<file path="src/sv/bounded_list_stack_queue_engine_core_macros.svh">
// ----------------------------------------------------------------------------
// Assertion macros for the bounded list stack/queue engine
// Implication checks that drop out when SYNTHESIS is defined.
// ----------------------------------------------------------------------------
`ifndef BOUNDED_LIST_STACK_QUEUE_ENGINE_CORE_MACROS_SVH
`define BOUNDED_LIST_STACK_QUEUE_ENGINE_CORE_MACROS_SVH

`ifndef SYNTHESIS
`define BLSQ_ASSERT_IMP(lbl, clk, rst_n, ante, cons) \
    lbl: assert property (@(posedge clk) disable iff (!rst_n) (ante) |-> (cons)) \
        else $error("list engine check failed (same cycle)");
`define BLSQ_ASSERT_NXT(lbl, clk, rst_n, ante, cons) \
    lbl: assert property (@(posedge clk) disable iff (!rst_n) (ante) |=> (cons)) \
        else $error("list engine check failed (next cycle)");
`else
`define BLSQ_ASSERT_IMP(lbl, clk, rst_n, ante, cons)
`define BLSQ_ASSERT_NXT(lbl, clk, rst_n, ante, cons)
`endif

`endif

</file>
<file path="src/sv/blsq_pkg.sv">
// ----------------------------------------------------------------------------
// blsq_pkg
// Widths, command and status codes and controller states of the list engine.
// ----------------------------------------------------------------------------
`default_nettype none

package blsq_pkg;

    localparam int unsigned DEPTH_DEF = 64;

    localparam int unsigned CMD_W     = 3;
    localparam int unsigned VAL_W     = 32;
    localparam int unsigned POS_IN_W  = 7;
    localparam int unsigned POS_OUT_W = 6;
    localparam int unsigned STAT_W    = 3;
    localparam int unsigned CNT_OUT_W = 7;

    localparam logic [CMD_W-1:0] CMD_PUSH_FRONT   = 3'd0;
    localparam logic [CMD_W-1:0] CMD_POP_FRONT    = 3'd1;
    localparam logic [CMD_W-1:0] CMD_PUSH_BACK    = 3'd2;
    localparam logic [CMD_W-1:0] CMD_INSERT_AFTER = 3'd3;
    localparam logic [CMD_W-1:0] CMD_DELETE_LAST  = 3'd4;
    localparam logic [CMD_W-1:0] CMD_FIND         = 3'd5;

    localparam logic [STAT_W-1:0] ST_OK       = 3'd0;
    localparam logic [STAT_W-1:0] ST_EMPTY    = 3'd1;
    localparam logic [STAT_W-1:0] ST_FULL     = 3'd2;
    localparam logic [STAT_W-1:0] ST_BADPOS   = 3'd3;
    localparam logic [STAT_W-1:0] ST_NOTFOUND = 3'd4;

    typedef enum logic [2:0] {
        S_CLEAR,
        S_IDLE,
        S_EXEC,
        S_WALK,
        S_INS_TAKE,
        S_INS_LINK,
        S_DEL_FREE,
        S_FIND
    } t_state;

endpackage

`default_nettype wire

</file>
<file path="src/sv/blsq_ram.sv">
// ----------------------------------------------------------------------------
// blsq_ram
// Simple dual-port RAM: one write port, one read port, registered read data.
// ----------------------------------------------------------------------------
`default_nettype none

module blsq_ram #(
    parameter int unsigned WIDTH = 32,
    parameter int unsigned DEPTH = 64,
    localparam int unsigned AW = (DEPTH > 1) ? $clog2(DEPTH) : 1
) (
    input  wire logic             i_clk,
    input  wire logic             i_we,
    input  wire logic [AW-1:0]    i_waddr,
    input  wire logic [WIDTH-1:0] i_wdata,
    input  wire logic             i_re,
    input  wire logic [AW-1:0]    i_raddr,
    output logic      [WIDTH-1:0] o_rdata
);

    logic [WIDTH-1:0] r_mem [DEPTH];
    logic [WIDTH-1:0] r_rdata;

    always_ff @(posedge i_clk) begin
        if (i_we) begin
            r_mem[i_waddr] <= i_wdata;
        end
        if (i_re) begin
            r_rdata <= r_mem[i_raddr];
        end
    end

    assign o_rdata = r_rdata;

endmodule

`default_nettype wire

</file>
<file path="src/sv/bounded_list_stack_queue_engine_core.sv">
// Push front, pop front and push back give their result from the execute state.
// Insert after p walks to entry p, takes a free slot, then links it in; delete last
// walks to the next-to-last entry, then frees the tail. Find stops at a match or the end.
// One link is followed per cycle through the read port of the link RAM.
// A new item is taken the cycle after the previous result is registered.
// After reset a clearing pass over every entry chains the free list; no item is taken.
// ----------------------------------------------------------------------------
// bounded_list_stack_queue_engine_core
// Ordered list of signed values kept in a linked store with a free list.
// ----------------------------------------------------------------------------
`default_nettype none

module bounded_list_stack_queue_engine_core #(
    parameter int unsigned DEPTH = blsq_pkg::DEPTH_DEF
) (
    input  wire logic                                i_clk,
    input  wire logic                                i_rst_n,
    input  wire logic                                i_in_valid,
    output logic                                     o_in_ready,
    input  wire logic        [blsq_pkg::CMD_W-1:0]     i_cmd,
    input  wire logic signed [blsq_pkg::VAL_W-1:0]     i_value_in,
    input  wire logic        [blsq_pkg::POS_IN_W-1:0]  i_position_in,
    output logic                                     o_out_valid,
    input  wire logic                                i_out_ready,
    output logic signed      [blsq_pkg::VAL_W-1:0]     o_value_out,
    output logic             [blsq_pkg::POS_OUT_W-1:0] o_position_out,
    output logic             [blsq_pkg::STAT_W-1:0]    o_status,
    output logic             [blsq_pkg::CNT_OUT_W-1:0] o_count_out
);

    import blsq_pkg::*;

    `include "bounded_list_stack_queue_engine_core_macros.svh"

    localparam int unsigned AW   = (DEPTH > 1) ? $clog2(DEPTH) : 1;
    localparam int unsigned CW   = $clog2(DEPTH + 1);
    localparam int unsigned CMPW = (CW > POS_IN_W) ? CW : POS_IN_W;

    t_state r_state, n_state;

    logic [AW-1:0]       r_head, n_head;
    logic [AW-1:0]       r_tail, n_tail;
    logic [AW-1:0]       r_free, n_free;
    logic [CW-1:0]       r_count, n_count;
    logic [AW-1:0]       r_clr, n_clr;
    logic [CMD_W-1:0]    r_cmd, n_cmd;
    logic [VAL_W-1:0]    r_val, n_val;
    logic [POS_IN_W-1:0] r_pos, n_pos;
    logic [AW-1:0]       r_cur, n_cur;
    logic [AW-1:0]       r_idx, n_idx;
    logic [AW-1:0]       r_nextp, n_nextp;
    logic [AW-1:0]       r_new, n_new;

    logic                 r_out_valid;
    logic [VAL_W-1:0]     r_value_out;
    logic [POS_OUT_W-1:0] r_position_out;
    logic [STAT_W-1:0]    r_status;
    logic [CNT_OUT_W-1:0] r_count_out;

    logic             w_in_ready, w_in_acc, w_out_free;
    logic             w_full, w_empty, w_one, w_badpos, w_idx_zero, w_hit, w_last;
    logic             fin;
    logic [VAL_W-1:0] res_value;
    logic [AW-1:0]    res_pos;
    logic [STAT_W-1:0] res_status;

    logic          lk_we, lk_re;
    logic [AW-1:0] lk_waddr, lk_wdata, lk_raddr, lk_rdata;
    logic             vl_we, vl_re;
    logic [AW-1:0]    vl_waddr, vl_raddr;
    logic [VAL_W-1:0] vl_wdata, vl_rdata;

    blsq_ram #(.WIDTH(AW), .DEPTH(DEPTH)) u_link_ram (
        .i_clk   (i_clk),
        .i_we    (lk_we),
        .i_waddr (lk_waddr),
        .i_wdata (lk_wdata),
        .i_re    (lk_re),
        .i_raddr (lk_raddr),
        .o_rdata (lk_rdata)
    );

    blsq_ram #(.WIDTH(VAL_W), .DEPTH(DEPTH)) u_value_ram (
        .i_clk   (i_clk),
        .i_we    (vl_we),
        .i_waddr (vl_waddr),
        .i_wdata (vl_wdata),
        .i_re    (vl_re),
        .i_raddr (vl_raddr),
        .o_rdata (vl_rdata)
    );

    assign w_in_ready = (r_state == S_IDLE);
    assign w_in_acc   = i_in_valid && w_in_ready;
    assign w_out_free = !r_out_valid || i_out_ready;
    assign w_full     = (r_count >= CW'(DEPTH));
    assign w_empty    = (r_count == '0);
    assign w_one      = (r_count == CW'(1));
    assign w_badpos   = (r_pos == '0) || (CMPW'(r_pos) > CMPW'(r_count));
    assign w_idx_zero = (r_idx == '0);
    assign w_hit      = (vl_rdata == r_val);
    assign w_last     = ((CW'(r_idx) + CW'(1)) == r_count);

    // next state
    always_comb begin
        n_state = r_state;
        case (r_state)
            S_CLEAR: begin
                if (r_clr == AW'(DEPTH - 1)) n_state = S_IDLE;
            end
            S_IDLE: begin
                if (w_in_acc) n_state = S_EXEC;
            end
            S_EXEC: begin
                case (r_cmd)
                    CMD_INSERT_AFTER: begin
                        if (!w_full && !w_badpos) n_state = S_WALK;
                        else if (w_out_free)      n_state = S_IDLE;
                    end
                    CMD_DELETE_LAST: begin
                        if (w_empty) begin
                            if (w_out_free) n_state = S_IDLE;
                        end else if (w_one) begin
                            n_state = S_DEL_FREE;
                        end else begin
                            n_state = S_WALK;
                        end
                    end
                    CMD_FIND: begin
                        if (!w_empty)        n_state = S_FIND;
                        else if (w_out_free) n_state = S_IDLE;
                    end
                    default: begin
                        if (w_out_free) n_state = S_IDLE;
                    end
                endcase
            end
            S_WALK: begin
                if (w_idx_zero) begin
                    n_state = (r_cmd == CMD_INSERT_AFTER) ? S_INS_TAKE : S_DEL_FREE;
                end
            end
            S_INS_TAKE: n_state = S_INS_LINK;
            S_INS_LINK, S_DEL_FREE: begin
                if (w_out_free) n_state = S_IDLE;
            end
            S_FIND: begin
                if ((w_hit || w_last) && w_out_free) n_state = S_IDLE;
            end
            default: n_state = S_IDLE;
        endcase
    end

    // datapath and memory control
    always_comb begin
        n_head  = r_head;
        n_tail  = r_tail;
        n_free  = r_free;
        n_count = r_count;
        n_clr   = r_clr;
        n_cmd   = r_cmd;
        n_val   = r_val;
        n_pos   = r_pos;
        n_cur   = r_cur;
        n_idx   = r_idx;
        n_nextp = r_nextp;
        n_new   = r_new;

        fin        = 1'b0;
        res_value  = '0;
        res_pos    = '0;
        res_status = ST_OK;

        lk_we    = 1'b0;
        lk_waddr = r_free;
        lk_wdata = r_head;
        lk_re    = 1'b0;
        lk_raddr = r_head;
        vl_we    = 1'b0;
        vl_waddr = r_free;
        vl_wdata = r_val;
        vl_re    = 1'b0;
        vl_raddr = r_head;

        case (r_state)
            S_CLEAR: begin
                lk_we    = 1'b1;
                lk_waddr = r_clr;
                lk_wdata = (r_clr == AW'(DEPTH - 1)) ? '0 : r_clr + AW'(1);
                n_clr    = r_clr + AW'(1);
            end
            S_IDLE: begin
                if (w_in_acc) begin
                    n_cmd    = i_cmd;
                    n_val    = i_value_in;
                    n_pos    = i_position_in;
                    lk_re    = 1'b1;
                    lk_raddr = (i_cmd == CMD_PUSH_FRONT || i_cmd == CMD_PUSH_BACK) ?
                               r_free : r_head;
                    vl_re    = 1'b1;
                end
            end
            S_EXEC: begin
                case (r_cmd)
                    CMD_PUSH_FRONT: begin
                        fin = 1'b1;
                        if (w_full) begin
                            res_status = ST_FULL;
                        end else if (w_out_free) begin
                            vl_we    = 1'b1;
                            lk_we    = 1'b1;
                            lk_waddr = r_free;
                            lk_wdata = r_head;
                            n_free   = lk_rdata;
                            n_head   = r_free;
                            if (w_empty) n_tail = r_free;
                            n_count  = r_count + CW'(1);
                        end
                    end
                    CMD_POP_FRONT: begin
                        fin = 1'b1;
                        if (w_empty) begin
                            res_status = ST_EMPTY;
                        end else begin
                            res_value = vl_rdata;
                            if (w_out_free) begin
                                lk_we    = 1'b1;
                                lk_waddr = r_head;
                                lk_wdata = r_free;
                                n_free   = r_head;
                                n_head   = w_one ? '0 : lk_rdata;
                                if (w_one) n_tail = '0;
                                n_count  = r_count - CW'(1);
                            end
                        end
                    end
                    CMD_PUSH_BACK: begin
                        fin = 1'b1;
                        if (w_full) begin
                            res_status = ST_FULL;
                        end else if (w_out_free) begin
                            vl_we    = 1'b1;
                            lk_we    = !w_empty;
                            lk_waddr = r_tail;
                            lk_wdata = r_free;
                            if (w_empty) n_head = r_free;
                            n_tail   = r_free;
                            n_free   = lk_rdata;
                            n_count  = r_count + CW'(1);
                        end
                    end
                    CMD_INSERT_AFTER: begin
                        if (w_full) begin
                            fin        = 1'b1;
                            res_status = ST_FULL;
                        end else if (w_badpos) begin
                            fin        = 1'b1;
                            res_status = ST_BADPOS;
                        end else begin
                            n_cur = r_head;
                            n_idx = AW'(r_pos - POS_IN_W'(1));
                        end
                    end
                    CMD_DELETE_LAST: begin
                        if (w_empty) begin
                            fin        = 1'b1;
                            res_status = ST_EMPTY;
                        end else begin
                            n_cur = r_head;
                            n_idx = AW'(r_count - CW'(2));
                        end
                    end
                    CMD_FIND: begin
                        if (w_empty) begin
                            fin        = 1'b1;
                            res_status = ST_NOTFOUND;
                        end else begin
                            n_idx = '0;
                        end
                    end
                    default: begin
                        fin = 1'b1;
                    end
                endcase
            end
            S_WALK: begin
                if (w_idx_zero) begin
                    if (r_cmd == CMD_INSERT_AFTER) begin
                        n_nextp  = lk_rdata;
                        lk_re    = 1'b1;
                        lk_raddr = r_free;
                    end
                end else begin
                    n_cur    = lk_rdata;
                    n_idx    = r_idx - AW'(1);
                    lk_re    = 1'b1;
                    lk_raddr = lk_rdata;
                end
            end
            S_INS_TAKE: begin
                vl_we    = 1'b1;
                lk_we    = 1'b1;
                lk_waddr = r_free;
                lk_wdata = r_nextp;
                n_new    = r_free;
                n_free   = lk_rdata;
            end
            S_INS_LINK: begin
                fin = 1'b1;
                if (w_out_free) begin
                    lk_we    = 1'b1;
                    lk_waddr = r_cur;
                    lk_wdata = r_new;
                    if (CMPW'(r_pos) == CMPW'(r_count)) n_tail = r_new;
                    n_count  = r_count + CW'(1);
                end
            end
            S_DEL_FREE: begin
                fin = 1'b1;
                if (w_out_free) begin
                    lk_we    = 1'b1;
                    lk_waddr = r_tail;
                    lk_wdata = r_free;
                    n_free   = r_tail;
                    n_head   = w_one ? '0 : r_head;
                    n_tail   = w_one ? '0 : r_cur;
                    n_count  = r_count - CW'(1);
                end
            end
            S_FIND: begin
                if (w_hit) begin
                    fin     = 1'b1;
                    res_pos = r_idx;
                end else if (w_last) begin
                    fin        = 1'b1;
                    res_status = ST_NOTFOUND;
                end else begin
                    n_idx    = r_idx + AW'(1);
                    lk_re    = 1'b1;
                    lk_raddr = lk_rdata;
                    vl_re    = 1'b1;
                    vl_raddr = lk_rdata;
                end
            end
            default: begin
                fin = 1'b0;
            end
        endcase
    end

    always_ff @(posedge i_clk) begin
        if (!i_rst_n) begin
            r_state     <= S_CLEAR;
            r_head      <= '0;
            r_tail      <= '0;
            r_free      <= '0;
            r_count     <= '0;
            r_clr       <= '0;
            r_out_valid <= 1'b0;
        end else begin
            r_state <= n_state;
            r_head  <= n_head;
            r_tail  <= n_tail;
            r_free  <= n_free;
            r_count <= n_count;
            r_clr   <= n_clr;
            if (fin && w_out_free) begin
                r_out_valid <= 1'b1;
            end else if (i_out_ready) begin
                r_out_valid <= 1'b0;
            end
        end
    end

    always_ff @(posedge i_clk) begin
        r_cmd   <= n_cmd;
        r_val   <= n_val;
        r_pos   <= n_pos;
        r_cur   <= n_cur;
        r_idx   <= n_idx;
        r_nextp <= n_nextp;
        r_new   <= n_new;
        if (fin && w_out_free) begin
            r_value_out    <= res_value;
            r_position_out <= POS_OUT_W'(res_pos);
            r_status       <= res_status;
            r_count_out    <= CNT_OUT_W'(n_count);
        end
    end

    assign o_in_ready     = w_in_ready;
    assign o_out_valid    = r_out_valid;
    assign o_value_out    = r_value_out;
    assign o_position_out = r_position_out;
    assign o_status       = r_status;
    assign o_count_out    = r_count_out;

    `BLSQ_ASSERT_IMP(a_empty_resets_ends, i_clk, i_rst_n,
        r_count == '0, r_head == '0 && r_tail == '0)
    `BLSQ_ASSERT_IMP(a_count_bounded, i_clk, i_rst_n, 1'b1, r_count <= CW'(DEPTH))
    `BLSQ_ASSERT_NXT(a_idle_holds_list, i_clk, i_rst_n, r_state == S_IDLE && !w_in_acc,
        $stable(r_count) && $stable(r_free) && $stable(r_head))

endmodule

`default_nettype wire

</file>
<file path="config.mk">
export PLATFORM = sky130hd
export DESIGN_NAME = bounded_list_stack_queue_engine_core
export DESIGN_NICKNAME = d
export VERILOG_FILES = /design/src/sv/blsq_pkg.sv /design/src/sv/blsq_ram.sv /design/src/sv/bounded_list_stack_queue_engine_core.sv
export VERILOG_INCLUDE_DIRS = /design/src /design/src/sv
export SDC_FILE = /design/constraint.sdc
export NUM_CORES = 2
export LEC_CHECK = 0
export BUFFER_PORTS_ARGS = -buffer_cell sky130_fd_sc_hd__buf_2
export CORE_ASPECT_RATIO = 1.4
export CORE_MARGIN = 3
export CORE_UTILIZATION = 57
export DETAILED_ROUTE_END_ITERATION = 10
export GPL_ROUTABILITY_DRIVEN = 0
export MAX_ROUTING_LAYER = met4
export PLACE_DENSITY = 0.73
export SYNTH_ARGS = -nofsm -noshare
export SYNTH_HDL_FRONTEND = slang
export SYNTH_HIERARCHICAL = 1
export SYNTH_SLANG_ARGS = --single-unit
export TNS_END_PERCENT = 30
</file>
<file path="constraint.sdc">
create_clock -name i_clk -period 4.2 [get_ports i_clk]
set_input_delay 0.84 -clock i_clk [delete_from_list [all_inputs] [get_ports i_clk]]
set_output_delay 0.84 -clock i_clk [all_outputs]
set_load 0.005 [all_outputs]
</file>
== Word level (Yosys, flattened, before mapping) ==
Memory sizes are Yosys's and may differ from the RTL's. A register that Yosys moved wholly into a read port is not among the register bits.
Cells that the tools add are included.

* Register bits: 149
* Bits in writable memories: 2432
* Bits of input ports: 46
* Output and inout port bits: 50
* Word-level logic and storage cells: 235
* Memories kept: 2

* Add/subtract/negate cells: 8
* $lt $le $gt $ge: 2
* Equal/unequal tests: 48
* Multiplexer cells: 116
* Bitwise operators: 2
* Reductions and logical operators: 39

{| class="wikitable"
|+ Memories
! name !! depth !! width !! read ports !! clocked after Yosys merged registers in !! wr ports !! line !! text
|-
| u_value_ram.r_mem || 64 || 32 || 1 || 1 || 1 || blsq_ram.sv:21 || <nowiki>logic [WIDTH-1:0] r_mem [DEPTH];</nowiki>
|-
| u_link_ram.r_mem || 64 || 6 || 1 || 1 || 1 || blsq_ram.sv:21 ||
|}

{| class="wikitable"
|+ Operators by type and width
! cell !! number
|-
| two-way mux 6 bit || 45
|-
| case mux 6 bit (3 select lines) || 7
|-
| case mux 6 bit (2 select lines) || 6
|-
| inequality test 3 bit, second input constant || 15
|-
| two-way mux 3 bit || 12
|-
| equality test 32 bit || 1
|-
| case mux 6 bit (5 select lines) || 1
|-
| two-way mux 7 bit || 4
|-
| case mux 6 bit (4 select lines) || 1
|-
| two-way mux 1 bit || 23
|-
| case mux 3 bit (7 select lines) || 1
|-
| case mux 7 bit (3 select lines) || 1
|-
| inequality test 2 bit, second input constant || 10
|-
| equality test 3 bit, second input constant || 6
|-
| AND reduction 9 bit || 2
|-
| equality test 3 x 2 -> 1 bit, second input constant || 5
|-
| equality test 7 bit || 2
|-
| logical NOT 7 bit || 2
|-
| case mux 7 bit (2 select lines) || 1
|-
| AND reduction 13 bit || 1
|-
| adder 6 x 1 -> 6 bit, second input constant || 2
|-
| case mux 1 bit (3 select lines) || 4
|-
| case mux 3 bit (4 select lines) || 1
|-
| subtractor 6 x 1 -> 6 bit, second input constant || 2
|-
| other kinds (31) || 60
|}

== Longest topological paths before layout ==
* Word-level depth: 8
* Mapped depth: 17
* Depth with buffers taken out: 12

== By module ==
The synthesis kept the hierarchy.

{| class="wikitable"
|+ By module, submodules not included
! module !! instances !! cells each !! area an instance (um2) !! sequential area each (um2)
|-
| blsq_ram at u_value_ram || 1 || 3511 || 79359.9 || 62459.9
|-
| blsq_ram at u_link_ram || 1 || 729 || 15265.9 || 11711.2
|-
| bounded_list_stack_queue_engine_core || 1 || 923 || 8942.3 || 4124.0
|}

== Least setup slack after synthesis ==
No wires, ideal clock.

* Kind: input-to-reg
* Start point: input i_out_ready
* End point: memory u_value_ram.r_mem[27][0], enable pin
* Setup time: 0.421 ns
* Arrival: 4.111 ns
* Required time: 3.779 ns
* Path slack: -0.333 ns
* Cell stages on the path: 11
* Path buffers: 5
* Cells stage by stage: nand2b_1 -> clkbuf_1 -> clkbuf_1 -> buf_1 -> nand4_1 -> o21ai_0 -> clkbuf_1 -> inv_1 -> or2_2 -> clkbuf_1 -> nor2_1

* Word-level cells in the longest chain between the ends: 7

{| class="wikitable"
|+ RTL lines
! element !! line !! text
|-
| start: declaration || bounded_list_stack_queue_engine_core.sv:24 || <nowiki>input wire logic i_out_ready,</nowiki>
|-
| logical OR 1 bit || bounded_list_stack_queue_engine_core.sv:95 || <nowiki>assign w_out_free = !r_out_valid || i_out_ready;</nowiki>
|-
| two-way mux 1 bit || bounded_list_stack_queue_engine_core.sv:209, bounded_list_stack_queue_engine_core.sv:241 ||
|-
| two-way mux 1 bit || bounded_list_stack_queue_engine_core.sv:239 || <nowiki>if (w_full) begin</nowiki>
|-
| two-way mux 1 bit || - ||
|-
| case mux 1 bit (2 select lines) || bounded_list_stack_queue_engine_core.sv:185 || <nowiki>case (r_state)</nowiki>
|-
| via vl_we || bounded_list_stack_queue_engine_core.sv:69 || <nowiki>logic vl_we, vl_re;</nowiki>
|-
| two-way mux 1 bit || blsq_ram.sv:25 || <nowiki>if (i_we) begin</nowiki>
|-
| two-way mux 1 bit (not written as such) || blsq_ram.sv:26 || <nowiki>r_mem[i_waddr] <= i_wdata;</nowiki>
|-
| end: declaration || blsq_ram.sv:21 ||
|}

The timed path passes the listed nets, and every way through them passes these cells.

== Worst setup path in the final report ==
* Start point: register r_val[24]
* End point: register u_value_ram.r_rdata[22] (netlist: u_value_ram/o_rdata[22]), read port of u_value_ram.r_mem (data pin)

* Word-level cells in the longest chain between the ends: 3
* Elaborated cells between the ends (all ways): 5
* Classes of those cells: 1 x eq/ne; 4 x mux

{| class="wikitable"
|+ RTL lines
! element !! line !! text
|-
| start: declaration || bounded_list_stack_queue_engine_core.sv:47 || <nowiki>logic [VAL_W-1:0] r_val, n_val;</nowiki>
|-
| start signal: assignment || bounded_list_stack_queue_engine_core.sv:377 || <nowiki>r_val <= n_val;</nowiki>
|-
| equality test 32 bit * || bounded_list_stack_queue_engine_core.sv:101 || <nowiki>assign w_hit = (vl_rdata == r_val);</nowiki>
|-
| two-way mux 1 bit or two-way mux 6 bit (tied branches) || bounded_list_stack_queue_engine_core.sv:331 || <nowiki>if (w_hit) begin</nowiki>
|-
| case mux 1 bit (2 select lines) or two-way mux 6 bit (tied branches) || bounded_list_stack_queue_engine_core.sv:185 ||
|-
| end: declaration || blsq_ram.sv:22 || <nowiki>logic [WIDTH-1:0] r_rdata;</nowiki>
|}

Mark *: on every way between the ends. The rest lies on a longest branch, timed or not.
A chain may end at the register's enable or synchronous reset.

==> impl_metrics.py <==
metrics = {
    "finish": {
        "drive_above_1_share_pct": 32.8,
        "multiInputGateArea_mm2": 0.0250,
        "register_area_mm2": 0.0783,
        "nNetsFinal": 6000,
        "area_delta_synth_final_pct": 18.1,
        "fillers": 10899,
    },
    "timing": {
        "worst_slack_ps": -252,
        "rsz0062_at_grt": "yes",
        "finClkSkew_ps": 33.5,
        "fin_crit_sh_pct": 106,
        "clock.fmax_mhz": 225,
        "slew_violations": 0,
        "finalCriticalPeriod_ps": 4450,
        "worst_slew_pin_slew_ps": 1190,
        "setup_viol": 38,
        "hold_violations": 0,
        "maxSlewHeadroom_pct": 20.5,
        "whs_ps": 165,
        "tns_ps": -3900,
    },
    "cts": {
        "ctsHoldBuffers": 0,
        "cts_root_buffer": "clkbuf_16",
        "cts_tree": "built",
        "cts_max_path_buffers": 3,
        "clk_latency_ps": 860,
        "cts_buffers": 223,
        "htreeDepth": 4,
        "clk_pin_slew_ps": 70,
        "cts.sinks": 2619,
    },
    "die": {
        "initial_core_util_pct": 57.5,
        "coreArea_mm2": 0.180,
        "die_width_um": 366,
        "chipHeight_um": 510,
        "dieArea_mm2": 0.187,
        "num_rows": 184,
        "io_pins": 96,
    },
    "hold_path": {
        "min_from": "i_value_in[28]",
        "holdPathEnd": "r_val[28]",
        "hold_path_depth": 1,
        "worstHoldPathType": "in -> reg",
    },
    "run_status": {
        "status": "finished with violations",
        "violations": "setup timing",
    },
    "yosys": {
        "async_reset_ff_share_pct": 0,
        "synth_seq_area_share_pct": 75.6,
        "synth_top_cell_by_area": "edfxtp_1",
        "synth_edf_count": 2584,
        "synth_nets": 5231,
        "synth_seq_cells": 2619,
        "yosys_warnings": 6,
        "syn_inst": 5163,
        "ys.flop_type": "edfxtp_1",
        "syn_avg_cell_area_um2": 20.1,
        "synthTopCellsByArea": "edfxtp_1 (75%), mux4_2 (12%), mux2i_1 (2.1%)",
        "synth_area_mm2": 0.104,
        "yosys-top-cells-count": "edfxtp_1 (2584), mux4_2 (549), nor2_1 (222), mux2i_1 (215), nand2_1 (158)",
        "yosys.area.top_type_share_pct": 74.9,
        "yosysUniqueCellTypes": 88,
        "synth.most_common_cell": "edfxtp_1",
    },
    "detailed_routing": {
        "top_layer": "met4",
        "vias": 57459,
        "wl_met1_mm": 97.0,
        "drc": 0,
        "wl_met2_mm": 139,
        "drtIter0Drc": 8744,
        "avgRoutedWirePerCell_um": 32.6,
        "wl_mm": 278,
        "drt_first_pass_iters": 7,
        "dr_wl_met3_mm": 28.3,
        "vias_per_cell": 6.73,
        "ant_nets": 0,
    },
    "setup_path": {
        "critPathBufInv": 5,
        "ff2ff_setup_slack_ps": -250,
        "crit_family": "multiplexers",
        "reg2reg_to": "u_value_ram/o_rdata[22]",
        "worstSetupPathType": "reg -> reg",
        "arrival_ps": 5020,
        "cp.depth": 16,
        "r2r_cells": 16,
        "end_kind": "flip-flop",
        "cp_max_fo": 8,
        "max_stage_delay_ps": 470,
        "required_ps": 4770,
        "worstPathCellList": "xnor2_2 > nand4_1 > nor4_4 > nand2_1 > buf_6 > and3_4 > buf_4 > mux2_4 > buf_12 > buf_4 > mux4_2 > mux2i_1 > mux2i_1 > a21oi_2 > buf_6 > a221oi_4",
        "start_kind": "flip-flop",
        "r2r-start": "r_val[24]",
        "cpMaxStageDelayCell": "edfxtp_1",
    },
    "global_routing": {
        "grt_pass1_wl_mm": 399,
        "grt_max_degree": 65,
        "overflow": 0,
        "antenna_found_initial": 18,
        "grt_pass1_vias": 57280,
        "globalRouteTotalUtil_pct": 30.4,
    },
    "power": {
        "pwr-share-seq_pct": 57.4,
        "pwr-share-comb_pct": 0.6,
        "p_sw_uw": 9250,
        "p_leak_uw": 0.0385,
        "irDropWorstVdd_mv": 0.461,
        "clkPwrFrac_pct": 42.0,
        "switching_share_pct": 18.7,
        "p_int_uw": 40200,
        "power.total_uw": 49500,
        "p_per_area_mw_per_mm2": 404,
    },
    "place": {
        "port_buffers": 95,
        "hpwl_mm": 170,
    },
    "run": {
        "cap_viol_max_count": 0,
    },
}
[cell families (layout without fill, tap and decap cells)]
| family | count (synthesis) | in the layout | share of synthesized area, % |
|---|---|---|---|
| muxes | 782 | 786 | 14.2 |
| other | 0 | 14 | 0 |
| buffers and inverters | 350 | 1288 | 1.85 |
| adders and majority gates | 22 | 22 | 0.273 |
| DFF | 2619 | 2619 | 75.6 |
| xor gates and xnor gates | 63 | 63 | 0.533 |
| and+or+nand+nor | 692 | 692 | 3.20 |
| AOI/OAI and AO/OA | 635 | 635 | 4.33 |
[worst register-to-register path, stage by stage (launching register included)]
cell	delay (ps)
edfxtp_1	470
xnor2_2	410
nand4_1	230
nor4_4	340
nand2_1	110
buf_6	150
and3_4	220
buf_4	190
mux2_4	460
buf_12	200
buf_4	180
mux4_2	240
mux2i_1	80
mux2i_1	200
a21oi_2	110
buf_6	150
a221oi_4	440
[how the worst max path moves through the flow]
stage                               endpoint                   start  slack, ps
global placement     u_value_ram/o_rdata[22]               r_val[29]      -1360
global route         u_value_ram/o_rdata[22]               r_val[24]       -240
floorplan           u_value_ram/r_mem[27][0]             i_out_ready       -330
finish               u_value_ram/o_rdata[22]               r_val[24]       -250
detailed placement   u_value_ram/o_rdata[22]               r_val[29]      -1330
CTS                  u_value_ram/o_rdata[22]  u_value_ram/o_rdata[9]        -90
[layout by cell type (no fill, tap or decap), types with 28 or more instances in the layout]
| cell type | count |
|---|---|
| o21ai_0 | 47 |
| nor2_1 | 155 |
| buf_6 | 32 |
| nand2_1 | 144 |
| buf_4 | 559 |
| clkinv_2 | 31 |
| clkbuf_16 | 239 |
| a31oi_1 | 44 |
| inv_1 | 28 |
| mux2i_1 | 197 |
| nand3_1 | 73 |
| nor2_4 | 65 |
| clkbuf_1 | 42 |
| buf_2 | 95 |
| and3_1 | 43 |
| xnor2_1 | 45 |
| mux4_2 | 549 |
| edfxtp_1 | 2584 |
| o22ai_1 | 52 |
| a22oi_1 | 110 |
| clkinv_1 | 48 |
| buf_12 | 148 |
| a21oi_1 | 77 |
| o211ai_1 | 33 |
| dfxtp_1 | 35 |
[cell type report]
| class | instances | share of cell area (%) |
|---|---|---|
| Clock buffer | 276 | 4.92 |
| Multi-Input combinational cell | 2198 | 20.4 |
| Sequential cell | 2619 | 64.0 |
| Clock inverter | 122 | 1.07 |
| Inverter | 34 | 0.106 |
| Antenna cell | 14 | 0.0286 |
| Tap cell | 2418 | 2.47 |
| Timing Repair Buffer | 856 | 6.97 |
[layer usage]
layer	global-route usage (%)	up-vias
met5	-	-
met4	12.8	0
met3	4.89	719
met2	49.3	3984
met1	38.9	29705
li1	-	23051
[repair_timing]
item | 4_1_cts | 5_1_grt
resized for setup | 149 | 118
endpoints found under the setup margin | 38 | 38
setup buffers | 28 | 39
gates cloned | 6 | 6
pin swaps | 22 | 33
[metrics by stage]
stage | instances | area (um2) | util [%] | setup WS [ps]
floorplan | 5163 | 104000 | - | -333
global placement | 8047 | 113000 | 62.7 | -1360
detailed placement | 8047 | 113000 | 62.7 | -1330
CTS | 8479 | 121000 | 67.4 | -91.4
global route | 8536 | 122000 | 67.9 | -244
finish | 8537 | 122000 | 67.9 | -252
[sequential cells by signal, indices dropped and copies added, names as in the netlist, 7 cells and up]
| name | count |
|---|---|
| o_count_out | 7 |
| o_value_out | 32 |
| r_count | 7 |
| r_pos | 7 |
| r_val | 32 |
| u_link_ram/r_mem | 384 |
| u_value_ram/o_rdata | 32 |
| u_value_ram/r_mem | 2048 |
[power groups by stage]
stage          Sequential, uW  Clock (uW)  Combinational (uW)
2_1_floorplan           29000           0                 122
3_5_place_dp            28900           0                 279
3_3_place_gp            28900           0                 268
5_1_grt                 28400       21900                 299
6_report                28400       20800                 284
4_1_cts                 28400       21000                 280
(Power assumes the default switching activity.)
